## src/kds_pkg.sv

```systemverilog
// Shared constants, codes and types for the keyed deque store.
package kds_pkg;

  localparam int CAPACITY_DEF = 16;
  localparam int KEY_W        = 32;
  localparam int VALUE_W      = 64;
  localparam int COUNT_OUT_W  = 5;

  localparam logic [2:0] OP_PUSH_FRONT = 3'd0;
  localparam logic [2:0] OP_PUSH_BACK  = 3'd1;
  localparam logic [2:0] OP_POP_FIRST  = 3'd2;
  localparam logic [2:0] OP_REMOVE_KEY = 3'd3;
  localparam logic [2:0] OP_FIND_KEY   = 3'd4;
  localparam logic [2:0] OP_READ_FIRST = 3'd5;
  localparam logic [2:0] OP_ROTATE     = 3'd6;
  localparam logic [2:0] OP_CLEAR      = 3'd7;

  localparam logic [1:0] ST_OK      = 2'd0;
  localparam logic [1:0] ST_FULL    = 2'd1;
  localparam logic [1:0] ST_EMPTY   = 2'd2;
  localparam logic [1:0] ST_MISSING = 2'd3;

  // Broadcast from the controller to every cell of the chain.
  typedef struct packed {
    logic                 exec;
    logic [2:0]           op;
    logic [KEY_W-1:0]     req_key;
    logic [KEY_W-1:0]     ld_key;
    logic [VALUE_W-1:0]   ld_value;
  } cell_ctl_t;

endpackage

```

## src/kds_cell.sv

```systemverilog
// One storage cell of the deque chain: holds an entry, compares its key, shifts.
module kds_cell #(
  parameter int IDX      = 0,
  parameter int CAPACITY = kds_pkg::CAPACITY_DEF,
  parameter int CW       = $clog2(CAPACITY + 1)
) (
  input  logic                        clk,
  input  kds_pkg::cell_ctl_t          ctl,
  input  logic [CW-1:0]               count,
  input  logic [kds_pkg::KEY_W-1:0]   left_key,
  input  logic [kds_pkg::VALUE_W-1:0] left_value,
  input  logic [kds_pkg::KEY_W-1:0]   right_key,
  input  logic [kds_pkg::VALUE_W-1:0] right_value,
  input  logic                        seen_in,
  output logic [kds_pkg::KEY_W-1:0]   key_r,
  output logic [kds_pkg::VALUE_W-1:0] value_r,
  output logic                        hit,
  output logic                        seen_out
);

  logic                        occupied;
  logic                        not_full;
  logic                        take_load;
  logic                        take_left;
  logic                        take_right;
  logic [kds_pkg::KEY_W-1:0]   key_nxt;
  logic [kds_pkg::VALUE_W-1:0] value_nxt;

  assign occupied = count > CW'(IDX);
  assign not_full = count != CW'(CAPACITY);
  assign hit      = occupied && (key_r == ctl.req_key);
  assign seen_out = seen_in | hit;

  always_comb begin
    take_load  = 1'b0;
    take_left  = 1'b0;
    take_right = 1'b0;
    unique case (ctl.op)
      kds_pkg::OP_PUSH_FRONT: begin
        if (not_full) begin
          if (IDX == 0) take_load = 1'b1;
          else take_left = count >= CW'(IDX);
        end
      end
      kds_pkg::OP_PUSH_BACK: begin
        take_load = not_full && (count == CW'(IDX));
      end
      kds_pkg::OP_POP_FIRST: begin
        take_right = count > CW'(IDX + 1);
      end
      kds_pkg::OP_REMOVE_KEY: begin
        // Every cell at or behind the first match closes the gap.
        take_right = seen_out && (count > CW'(IDX + 1));
      end
      kds_pkg::OP_ROTATE: begin
        take_right = count > CW'(IDX + 1);
        take_load  = count == CW'(IDX + 1);
      end
      default: begin
      end
    endcase
  end

  always_comb begin
    key_nxt   = key_r;
    value_nxt = value_r;
    if (take_load) begin
      key_nxt   = ctl.ld_key;
      value_nxt = ctl.ld_value;
    end else if (take_left) begin
      key_nxt   = left_key;
      value_nxt = left_value;
    end else if (take_right) begin
      key_nxt   = right_key;
      value_nxt = right_value;
    end
  end

  always_ff @(posedge clk) begin
    if (ctl.exec) begin
      key_r   <= key_nxt;
      value_r <= value_nxt;
    end
  end

endmodule

```

## src/keyed_deque_store_core.sv

```systemverilog
// Keyed deque store: a chain of entry cells with an idle/execute request controller.
// A request word accepted while idle is registered and executed in the execute state,
// which waits while a stalled result still holds the output register; the result
// word is then registered on the output. The input stalls during execution, so a
// new request word is taken only after the previous one has been executed.
// Reset (synchronous, rst_n low) empties the store and drops any pending result.
module keyed_deque_store_core #(
  parameter int CAPACITY = kds_pkg::CAPACITY_DEF
) (
  input  logic                              clk,
  input  logic                              rst_n,
  input  logic                              in_valid,
  output logic                              in_stall,
  input  logic [2:0]                        in_req_type,
  input  logic [kds_pkg::KEY_W-1:0]         in_key,
  input  logic [kds_pkg::VALUE_W-1:0]       in_value,
  output logic                              out_valid,
  input  logic                              out_stall,
  output logic [1:0]                        out_status,
  output logic [kds_pkg::KEY_W-1:0]         out_key,
  output logic [kds_pkg::VALUE_W-1:0]       out_value,
  output logic [kds_pkg::COUNT_OUT_W-1:0]   out_item_count
);

  localparam int CW = $clog2(CAPACITY + 1);

  // The controller has two states: waiting for a request word, and executing it.
  localparam logic S_IDLE = 1'b0;
  localparam logic S_EXEC = 1'b1;

  logic                        state_r, state_nxt;
  logic [2:0]                  op_r;
  logic [kds_pkg::KEY_W-1:0]   req_key_r;
  logic [kds_pkg::VALUE_W-1:0] req_value_r;
  logic [CW-1:0]               count_r, count_nxt;

  logic                        out_valid_r;
  logic [1:0]                  out_status_r, status_nxt;
  logic [kds_pkg::KEY_W-1:0]   out_key_r, res_key;
  logic [kds_pkg::VALUE_W-1:0] out_value_r, res_value;
  logic [kds_pkg::COUNT_OUT_W-1:0] out_count_r;

  logic                        accept;
  logic                        fire;
  logic                        found;
  logic                        is_empty;
  logic                        is_full;
  kds_pkg::cell_ctl_t          ctl;

  logic [kds_pkg::KEY_W-1:0]   cell_key   [CAPACITY];
  logic [kds_pkg::VALUE_W-1:0] cell_value [CAPACITY];
  logic [CAPACITY-1:0]         cell_hit;
  logic [CAPACITY:0]           seen;

  // A request word is taken only while idle; a finished result may still be
  // waiting in the output register at that time.
  assign in_stall = (state_r != S_IDLE);
  assign accept   = in_valid && !in_stall;
  // The execute cycle waits only if the output register cannot be freed.
  assign fire     = (state_r == S_EXEC) && (!out_valid_r || !out_stall);

  assign is_empty = (count_r == '0);
  assign is_full  = (count_r == CW'(CAPACITY));

  // Everything the cells need is broadcast in one bundle. Rotate reloads the
  // last occupied cell with the head entry; inserts load the request entry.
  always_comb begin
    ctl.exec    = fire;
    ctl.op      = op_r;
    ctl.req_key = req_key_r;
    if (op_r == kds_pkg::OP_ROTATE) begin
      ctl.ld_key   = cell_key[0];
      ctl.ld_value = cell_value[0];
    end else begin
      ctl.ld_key   = req_key_r;
      ctl.ld_value = req_value_r;
    end
  end

  // The chain of cells. Each cell sees its neighbors' entries for shifting and
  // passes along whether a matching key has already been seen nearer the front.
  assign seen[0] = 1'b0;
  for (genvar i = 0; i < CAPACITY; i++) begin : g_cell
    logic [kds_pkg::KEY_W-1:0]   lk, rk;
    logic [kds_pkg::VALUE_W-1:0] lv, rv;
    if (i == 0) begin : g_first
      assign lk = '0;
      assign lv = '0;
    end else begin : g_mid_l
      assign lk = cell_key[i-1];
      assign lv = cell_value[i-1];
    end
    if (i == CAPACITY - 1) begin : g_last
      assign rk = '0;
      assign rv = '0;
    end else begin : g_mid_r
      assign rk = cell_key[i+1];
      assign rv = cell_value[i+1];
    end
    kds_cell #(
      .IDX      (i),
      .CAPACITY (CAPACITY),
      .CW       (CW)
    ) u_cell (
      .clk         (clk),
      .ctl         (ctl),
      .count       (count_r),
      .left_key    (lk),
      .left_value  (lv),
      .right_key   (rk),
      .right_value (rv),
      .seen_in     (seen[i]),
      .key_r       (cell_key[i]),
      .value_r     (cell_value[i]),
      .hit         (cell_hit[i]),
      .seen_out    (seen[i+1])
    );
  end

  assign found = seen[CAPACITY];

  // Result entry: the head for pop and read, the first match for remove and
  // find. The select is one-hot or empty, so an OR across cells picks it and a
  // failed request naturally gives zero.
  always_comb begin
    logic rd_head;
    logic srch;
    logic sel;
    rd_head   = (op_r == kds_pkg::OP_POP_FIRST) || (op_r == kds_pkg::OP_READ_FIRST);
    srch      = (op_r == kds_pkg::OP_REMOVE_KEY) || (op_r == kds_pkg::OP_FIND_KEY);
    res_key   = '0;
    res_value = '0;
    for (int i = 0; i < CAPACITY; i++) begin
      sel = (rd_head && (i == 0) && !is_empty) || (srch && cell_hit[i] && !seen[i]);
      if (sel) begin
        res_key   = res_key | cell_key[i];
        res_value = res_value | cell_value[i];
      end
    end
  end

  // Status and the new entry count.
  always_comb begin
    status_nxt = kds_pkg::ST_OK;
    count_nxt  = count_r;
    unique case (op_r) inside
      kds_pkg::OP_PUSH_FRONT, kds_pkg::OP_PUSH_BACK: begin
        if (is_full) status_nxt = kds_pkg::ST_FULL;
        else count_nxt = count_r + CW'(1);
      end
      kds_pkg::OP_POP_FIRST: begin
        if (is_empty) status_nxt = kds_pkg::ST_EMPTY;
        else count_nxt = count_r - CW'(1);
      end
      kds_pkg::OP_READ_FIRST, kds_pkg::OP_ROTATE: begin
        if (is_empty) status_nxt = kds_pkg::ST_EMPTY;
      end
      kds_pkg::OP_REMOVE_KEY: begin
        if (is_empty) status_nxt = kds_pkg::ST_EMPTY;
        else if (!found) status_nxt = kds_pkg::ST_MISSING;
        else count_nxt = count_r - CW'(1);
      end
      kds_pkg::OP_FIND_KEY: begin
        if (!found) status_nxt = kds_pkg::ST_MISSING;
      end
      default: begin
        count_nxt = '0;
      end
    endcase
  end

  always_comb begin
    state_nxt = state_r;
    unique case (state_r)
      S_IDLE:  if (accept) state_nxt = S_EXEC;
      S_EXEC:  if (fire) state_nxt = S_IDLE;
      default: state_nxt = S_IDLE;
    endcase
  end

  always_ff @(posedge clk) begin
    if (!rst_n) begin
      state_r     <= S_IDLE;
      count_r     <= '0;
      out_valid_r <= 1'b0;
    end else begin
      state_r <= state_nxt;
      if (fire) begin
        count_r     <= count_nxt;
        out_valid_r <= 1'b1;
      end else if (out_valid_r && !out_stall) begin
        out_valid_r <= 1'b0;
      end
    end
  end

  // Request and result payload registers carry no reset.
  always_ff @(posedge clk) begin
    if (accept) begin
      op_r        <= in_req_type;
      req_key_r   <= in_key;
      req_value_r <= in_value;
    end
    if (fire) begin
      out_status_r <= status_nxt;
      out_key_r    <= res_key;
      out_value_r  <= res_value;
      out_count_r  <= kds_pkg::COUNT_OUT_W'(count_nxt);
    end
  end

  assign out_valid      = out_valid_r;
  assign out_status     = out_status_r;
  assign out_key        = out_key_r;
  assign out_value      = out_value_r;
  assign out_item_count = out_count_r;

endmodule

```

## config.mk

```make
export PLATFORM = sky130hd
export DESIGN_NAME = keyed_deque_store_core
export DESIGN_NICKNAME = d
export VERILOG_FILES = /design/src/kds_pkg.sv /design/src/kds_cell.sv /design/src/keyed_deque_store_core.sv
export SDC_FILE = /design/constraint.sdc
export NUM_CORES = 2
export LEC_CHECK = 0
export BUFFER_PORTS_ARGS = -buffer_cell sky130_fd_sc_hd__clkbuf_2
export CORE_ASPECT_RATIO = 0.5
export CORE_UTILIZATION = 35
export CTS_CLUSTER_DIAMETER = 80
export DETAILED_ROUTE_END_ITERATION = 7
export PLACE_DENSITY = 0.5
export SETUP_SLACK_MARGIN = 0.15
export SLEW_MARGIN = 20
export SYNTH_ARGS = -nofsm -noshare
export SYNTH_HDL_FRONTEND = slang
export SYNTH_SLANG_ARGS = --single-unit
```

## constraint.sdc

```tcl
create_clock -name clk -period 18.7 [get_ports clk]
set_clock_uncertainty 0.15 [all_clocks]
set_input_delay 3.74 -clock clk [delete_from_list [all_inputs] [get_ports clk]]
set_output_delay 3.74 -clock clk [all_outputs]
set_load 0.01 [all_outputs]
```

Word level (Yosys, flattened, before mapping)
Cells that the tools add are included.
{"block": "op_classes", "addsub": 2, "order_cmp": 32, "n_eq_ne": 39, "mux": 205, "n_bitwise": 46, "n_reduce_logical": 145}
{"operator": "$mux 64", "count": 63}
{"operator": "$mux 32", "count": 63}
{"operator": "$or 64x64->64", "count": 15}
{"operator": "$eq 32x32->1", "count": 16}
{"operator": "$or 32x32->32", "count": 15}
{"operator": "$mux 96", "count": 1}
{"operator": "$logic_and 1x1->1", "count": 83}
{"operator": "$pmux 1 s2", "count": 32}
{"operator": "$reduce_bool 3->1", "count": 15}
{"operator": "$eq 5x4->1 const B", "count": 8}
{"operator": "$ge 5x4->1 const B", "count": 8}
{"operator": "$gt 5x4->1 const B", "count": 8}
{"operator": "$mux 1", "count": 36}
{"operator": "$reduce_and 2->1", "count": 16}
{"operator": "$eq 5x3->1 const B", "count": 4}
{"operator": "$ge 5x3->1 const B", "count": 4}
{"operator": "$gt 5x3->1 const B", "count": 4}
{"operator": "$mux 5", "count": 4}
{"operator": "$pmux 5 s4", "count": 1}
{"operator": "$logic_not 1->1", "count": 19}
{"operator": "$or 1x1->1", "count": 15}
{"operator": "$eq 5x2->1 const B", "count": 2}
{"operator": "$ge 5x2->1 const B", "count": 2}
{"operator": "$gt 5x1->1 const B", "count": 2}
{"operator": "21 further kinds", "count": 33}
{"block": "word_totals", "regBits": 1745, "in_bits": 103, "out_inout_bits": 105, "wordCells": 511}

Logic depth before layout (Yosys ltp)
{"block": "logic_depth", "word_depth": 35, "ltp_mapped": 16, "ltp_nobuf": 11}

Modules after synthesis
Synthesis repeated with hierarchy kept, for this count alone.
{"block": "hier_totals", "cells_unflattened": 9179, "area_unflattened_um2": 103123.9}
{"module": "keyed_deque_store_core", "instances": 1, "cells_each": 1672, "area_each_um2": 16319.4, "seq_area_each_um2": 6206.0}
{"module": "kds_cell (g_cell[2].u_cell)", "instances": 1, "cells_each": 477, "area_each_um2": 6147.1, "seq_area_each_um2": 2882.8}
{"module": "kds_cell (g_cell[1].u_cell)", "instances": 1, "cells_each": 493, "area_each_um2": 5531.6, "seq_area_each_um2": 2882.8}
{"module": "kds_cell (g_cell[15].u_cell)", "instances": 1, "cells_each": 491, "area_each_um2": 5507.8, "seq_area_each_um2": 2882.8}
{"module": "kds_cell (g_cell[4].u_cell)", "instances": 1, "cells_each": 490, "area_each_um2": 5467.7, "seq_area_each_um2": 2882.8}
{"module": "kds_cell (g_cell[7].u_cell)", "instances": 1, "cells_each": 493, "area_each_um2": 5459.0, "seq_area_each_um2": 2882.8}
{"module": "kds_cell (g_cell[12].u_cell)", "instances": 1, "cells_each": 488, "area_each_um2": 5454.0, "seq_area_each_um2": 2882.8}
{"module": "kds_cell (g_cell[5].u_cell)", "instances": 1, "cells_each": 493, "area_each_um2": 5432.7, "seq_area_each_um2": 2882.8}
{"module": "kds_cell (g_cell[14].u_cell)", "instances": 1, "cells_each": 477, "area_each_um2": 5420.2, "seq_area_each_um2": 2882.8}
{"module": "kds_cell (g_cell[11].u_cell)", "instances": 1, "cells_each": 478, "area_each_um2": 5407.7, "seq_area_each_um2": 2882.8}
{"module": "kds_cell (g_cell[8].u_cell)", "instances": 1, "cells_each": 478, "area_each_um2": 5402.7, "seq_area_each_um2": 2882.8}
{"module": "kds_cell (g_cell[13].u_cell)", "instances": 1, "cells_each": 479, "area_each_um2": 5393.9, "seq_area_each_um2": 2882.8}
{"module": "kds_cell (g_cell[3].u_cell)", "instances": 1, "cells_each": 476, "area_each_um2": 5388.9, "seq_area_each_um2": 2882.8}
{"module": "kds_cell (g_cell[10].u_cell)", "instances": 1, "cells_each": 478, "area_each_um2": 5382.7, "seq_area_each_um2": 2882.8}
{"module": "+3 rows"}

Worst setup path after synthesis
OpenSTA, ideal clock, no wires.
{"block": "synth_path", "kind": "input -> register", "from": "input out_stall", "to": "register g_cell[12].u_cell.key_r[0] (netlist bit) (enable)", "setup_time_ns": 0.608, "arrival_time_ns": 8.924, "t_required_ns": 17.942, "path_slack_ns": 9.018, "cell_stages": 4, "path_buffers": 1, "path_cell_list": "nand2_1 nand2_1 clkbuf_1 a31oi_1"}
{"block": "synth_via", "elab_chain_cells": 4}
{"item": "from (decl)", "line": "keyed_deque_store_core.sv:18", "rtl": "input logic out_stall,"}
{"item": "$logic_not 1->1", "line": "keyed_deque_store_core.sv:60", "rtl": "assign fire = (state_r == S_EXEC) && (!out_valid_r || !out_stall);"}
{"item": "$logic_or 1x1->1", "line": "keyed_deque_store_core.sv:60"}
{"item": "$logic_and 1x1->1", "line": "keyed_deque_store_core.sv:60"}
{"item": "$reduce_and 2->1 (no line)"}
{"item": "to (signal assigned)", "line": "kds_cell.sv:81", "rtl": "key_r <= key_nxt;"}
{"item": "to (decl)", "line": "kds_cell.sv:15", "rtl": "output logic [kds_pkg::KEY_W-1:0] key_r,"}
No other way between the ends.
A chain may end at the register's enable or synchronous reset.

Final worst setup path
{"block": "layout_path", "from": "register count_r[1]", "to": "register g_cell[13].u_cell.value_r[60] (netlist bit) (enable)"}
{"block": "layout_via", "elab_chain_cells": 19, "word_cells_on_any_way": 54, "classes_between": "16 x order compare; 3 x eq/ne; 4 x mux; 13 x bitwise; 18 x reduce/logical"}
{"item": "from (decl)", "line": "keyed_deque_store_core.sv:35", "rtl": "logic [CW-1:0] count_r, count_nxt;"}
{"item": "from (signal assigned)", "line": "keyed_deque_store_core.sv:189", "rtl": "count_r <= count_nxt;"}
{"item": "$gt 5x1->1", "line": "kds_cell.sv:29", "rtl": "assign occupied = count > CW'(IDX);"}
{"item": "$logic_and 1x1->1", "line": "kds_cell.sv:31", "rtl": "assign hit = occupied && (key_r == ctl.req_key);"}
{"item": "$or 1x1->1 (13 in series)", "line": "kds_cell.sv:32", "rtl": "assign seen_out = seen_in | hit;"}
{"item": "$logic_and 1x1->1", "line": "kds_cell.sv:53", "rtl": "take_right = seen_out && (count > CW'(IDX + 1));"}
{"item": "$pmux 1 s2", "line": "kds_cell.sv:38", "rtl": "unique case (ctl.op)"}
{"item": "$reduce_bool 3->1 (no line) *"}
{"item": "$reduce_and 2->1 (no line) *"}
{"item": "to (signal assigned)", "line": "kds_cell.sv:82", "rtl": "value_r <= value_nxt;"}
{"item": "to (decl)", "line": "kds_cell.sv:16", "rtl": "output logic [kds_pkg::VALUE_W-1:0] value_r,"}
Every way passes the cells marked *; elsewhere a longest branch is shown, timed or not.

==> results.sh <==
export IMPL_r2r_slack_ns=11.91
export IMPL_grt_pass1_wl_mm=716
export IMPL_pre_cts_ws_ns=11.77
export IMPL_ff2ff_path_depth=14
export IMPL_ctsLongestPathBuffers=4
export IMPL_crit_type="register to register"
export IMPL_final_layout_size_suffix_gt1_frac=0.0819
export IMPL_synth_nets=10700
export IMPL_period_needed_ns=6.79
export IMPL_track_usage=0.344
export IMPL_post_cts_resized=0
export IMPL_fmax_mhz=147
export IMPL_async_reset_ff_frac=0
export IMPL_hold_violations=0
export IMPL_startpoint_type="register"
export IMPL_grt_pass1_vias=84700
export IMPL_ir_drop_mv=0.0648
export IMPL_numCtsBuffers=189
export IMPL_endpoint="g_cell[13].u_cell.value_r[60]"
export IMPL_maxCapViolations=0
export IMPL_area_growth_pct=10.8
export IMPL_finalCritPeriodShare=0.363
export IMPL_tightest_slew_ns=1.21
export IMPL_postPlaceCellArea_um2=108000
export IMPL_vias=92800
export IMPL_port_buffers=207
export IMPL_hold_depth=2
export IMPL_cts_sinks=1745
export IMPL_ys_types=75
export IMPL_setup_slack_ns=11.91
export IMPL_cp_max_fo=55
export IMPL_remaining_drc_errors=5
export IMPL_netlist_instances=10600
export IMPL_yosys_warnings=0
export IMPL_dpl_hpwl_mm=325
export IMPL_clockRootBuffer="clkbuf_16"
export IMPL_antenna_found_initial=25
export IMPL_worstPathArrival_ns=7.13
export IMPL_hold_class="register to register"
export IMPL_maxSlewHeadroom=0.168
export IMPL_setup_viol=0
export IMPL_tns_ns=0
export IMPL_power_density_nw_per_um2=77.8
export IMPL_post_cts_buffers=0
export IMPL_cts_tree="done"
export IMPL_synth_seq_cells=1745
export IMPL_rr_startpoint="count_r[1]"
export IMPL_clkLatencyLatePin_ns=0.94
export IMPL_start_util=0.353
export IMPL_layout_nets=10300
export IMPL_rr_endpoint="g_cell[13].u_cell.value_r[60]"
export IMPL_status="finished with violations"
export IMPL_htreeDepth=4
export IMPL_violations="DRC"
export IMPL_synthFlopType="edfxtp_1"
export IMPL_dieArea_um2=297000
export IMPL_syn_area_per_cell_um2=9.76
export IMPL_crit_required_ns=19.03
export IMPL_ant_nets=0
export IMPL_hold_buffers=0
export IMPL_place_congestion=1.08
export IMPL_synth_seq_area_share=0.508
export IMPL_dr_first_iter_drc_count=17600
export IMPL_core_area_um2=292000
export IMPL_synth_enable_flop_cells=1738
export IMPL_rsz0062_at_grt="no"
export IMPL_first_pass_iters=8
export IMPL_cts_clk_slew_worst_paths_ns=0.07
export IMPL_die_height_um=386
export IMPL_die_width_um=769
export IMPL_viasPerCell=6.50
export IMPL_hold_start="out_valid"
export IMPL_fin_area_um2=114000
export IMPL_syn_area_um2=103000
export IMPL_total_leakage_power_nw=41.3
export IMPL_totalWireLength_mm=532
export IMPL_slew_violations=0
export IMPL_pin_count=208
export IMPL_grt_overflow_total=0
export IMPL_wl_per_cell_um=37.3
export IMPL_critPathCaptureType="register"
export IMPL_grt_max_degree=193
export IMPL_worstSetupStartpoint="count_r[1]"
export IMPL_rows=140
critical path, cell delays in order, from the launching register on:
cell and delay [ns]:
dfxtp_1 0.78, inv_1 0.24, ha_1 0.40, inv_1 0.14
a311o_1 0.58, and4b_1 0.28, nand4_1 0.65, nand4_1 0.45
nor3_4 0.07, buf_12 0.26, a31oi_1 0.23, o21ai_0 0.19
a21oi_4 0.20, buf_4 0.67, buf_4 0.88
Yosys cell counts (5+ instances only):
cell / n / area, um2
a211o_1: 49 / 429
a21oi_1: 415 / 2080
a222oi_1: 129 / 1290
a22o_1: 63 / 552
a22oi_1: 162 / 1220
a2bb2oi_1: 16 / 140
a31o_2: 11 / 96.3
a31oi_1: 322 / 2010
a32oi_1: 12 / 105
and2_1: 13 / 81.3
and3_1: 56 / 350
and4_1: 9 / 78.8
buf_1: 75 / 282
buf_2: 166 / 831
clkbuf_1: 725 / 2720
dfxtp_1: 7 / 140
edfxtp_1: 1738 / 52200
ha_1: 6 / 75.1
inv_1: 101 / 379
mux2i_1: 1096 / 11000
nand2_1: 2069 / 7770
nand2b_1: 8 / 50.1
nand3_1: 284 / 1420
nand4_1: 375 / 2350
nand4b_1: 7 / 61.3
nor2_1: 704 / 2640
nor2b_1: 9 / 56.3
nor3_1: 43 / 215
nor3_2: 5 / 50.1
nor4_1: 123 / 769
nor4_2: 5 / 62.6
nor4bb_1: 42 / 420
o2111ai_1: 65 / 569
o21ai_0: 1009 / 5050
o22ai_1: 5 / 31.3
or2_1: 32 / 200
or3_1: 10 / 62.6
xnor2_1: 332 / 2910
xor2_1: 181 / 1590
layout by cell type, fill, tap and decap left out, drive strengths merged, types with 10 or more instances in the layout:
cell,n
o21ai,1013
and3,56
clkbuf,436
o2111ai,65
or3,10
a222oi,129
a31o,11
xnor2,332
and2,13
xor2,181
a31oi,322
nand3,285
buf,259
bufinv,14
edfxtp,1738
clkinv,72
nor2,705
nor4bb,42
a22o,63
or2,36
a22oi,162
a21oi,415
a32oi,12
inv,108
nand2,2069
nand4,378
nor4,131
a211o,49
mux2i,1096
nor3,49
a2bb2oi,16
metal layers:
layer / vias to the layer above / track usage / part of all wire
met5: - / 0.00239 / 0.00073
li1: 38300 / - / -
met2: 7505 / 0.482 / 0.40
met3: 1436 / 0.0991 / 0.14
met1: 45600 / 0.482 / 0.40
met4: 24 / 0.175 / 0.061
worst min-delay path by stage:
stage,endpoint
6_report,out_valid
3_5_place_dp,out_valid
2_1_floorplan,out_value[11]
5_1_grt,out_valid
4_1_cts,g_cell[15].u_cell.value_r[6]
3_3_place_gp,out_valid
layout make-up:
cell class | count | area [um2]
fill | 28700 | 178000
sequential | 1745 | 52300
multi-input combinational | 7735 | 47300
clock buffer | 229 | 4970
tap | 3905 | 4890
timing repair buffer | 466 | 3390
clock inverter | 95 | 820
inverter | 101 | 387
antenna | 8 | 20.0
flip-flops by register name (all words and copies together) (netlist names):
register and cells:
g_cell.u_cell.value_r 1024, out_status 2, g_cell.u_cell.key_r 512, out_value 64
out_valid 1, out_key 32, req_key_r 32, out_item_count 5
op_r 3, req_value_r 64, in_stall 1, count_r 5
cell families (layout without fill, tap and decap cells):
logic type / after synthesis / in the layout / share of synthesized area
flops: 1745 / 1745 / 0.508
fa+ha+maj: 6 / 6 / 0.000729
simple gates: 3824 / 3824 / 0.165
compound gates: 2295 / 2295 / 0.135
mux: 1097 / 1097 / 0.107
xor+xnor: 513 / 513 / 0.0436
buf+inv: 1074 / 891 / 0.0415
other cells: 0 / 8 / 0
report_power, final:
part,internal (mW),switching [mW]
Clock,2.07,1.76
Combinational,0.150,0.514
Sequential,4.31,0.0578
Total,6.54,2.34
through the flow:
step           utilization  hold WS [ns]  cells  power, mW
2_1_floorplan            -         0.380  10600       4.77
3_5_place_dp         0.370         0.383  13900       5.08
5_1_grt              0.391         0.417  14300       9.03
4_1_cts              0.390         0.389  14300       8.85
3_3_place_gp         0.370         0.388  13900       5.09
6_report             0.391         0.389  14300       8.87
No activity file was read; power rests on OpenSTA's default activity.
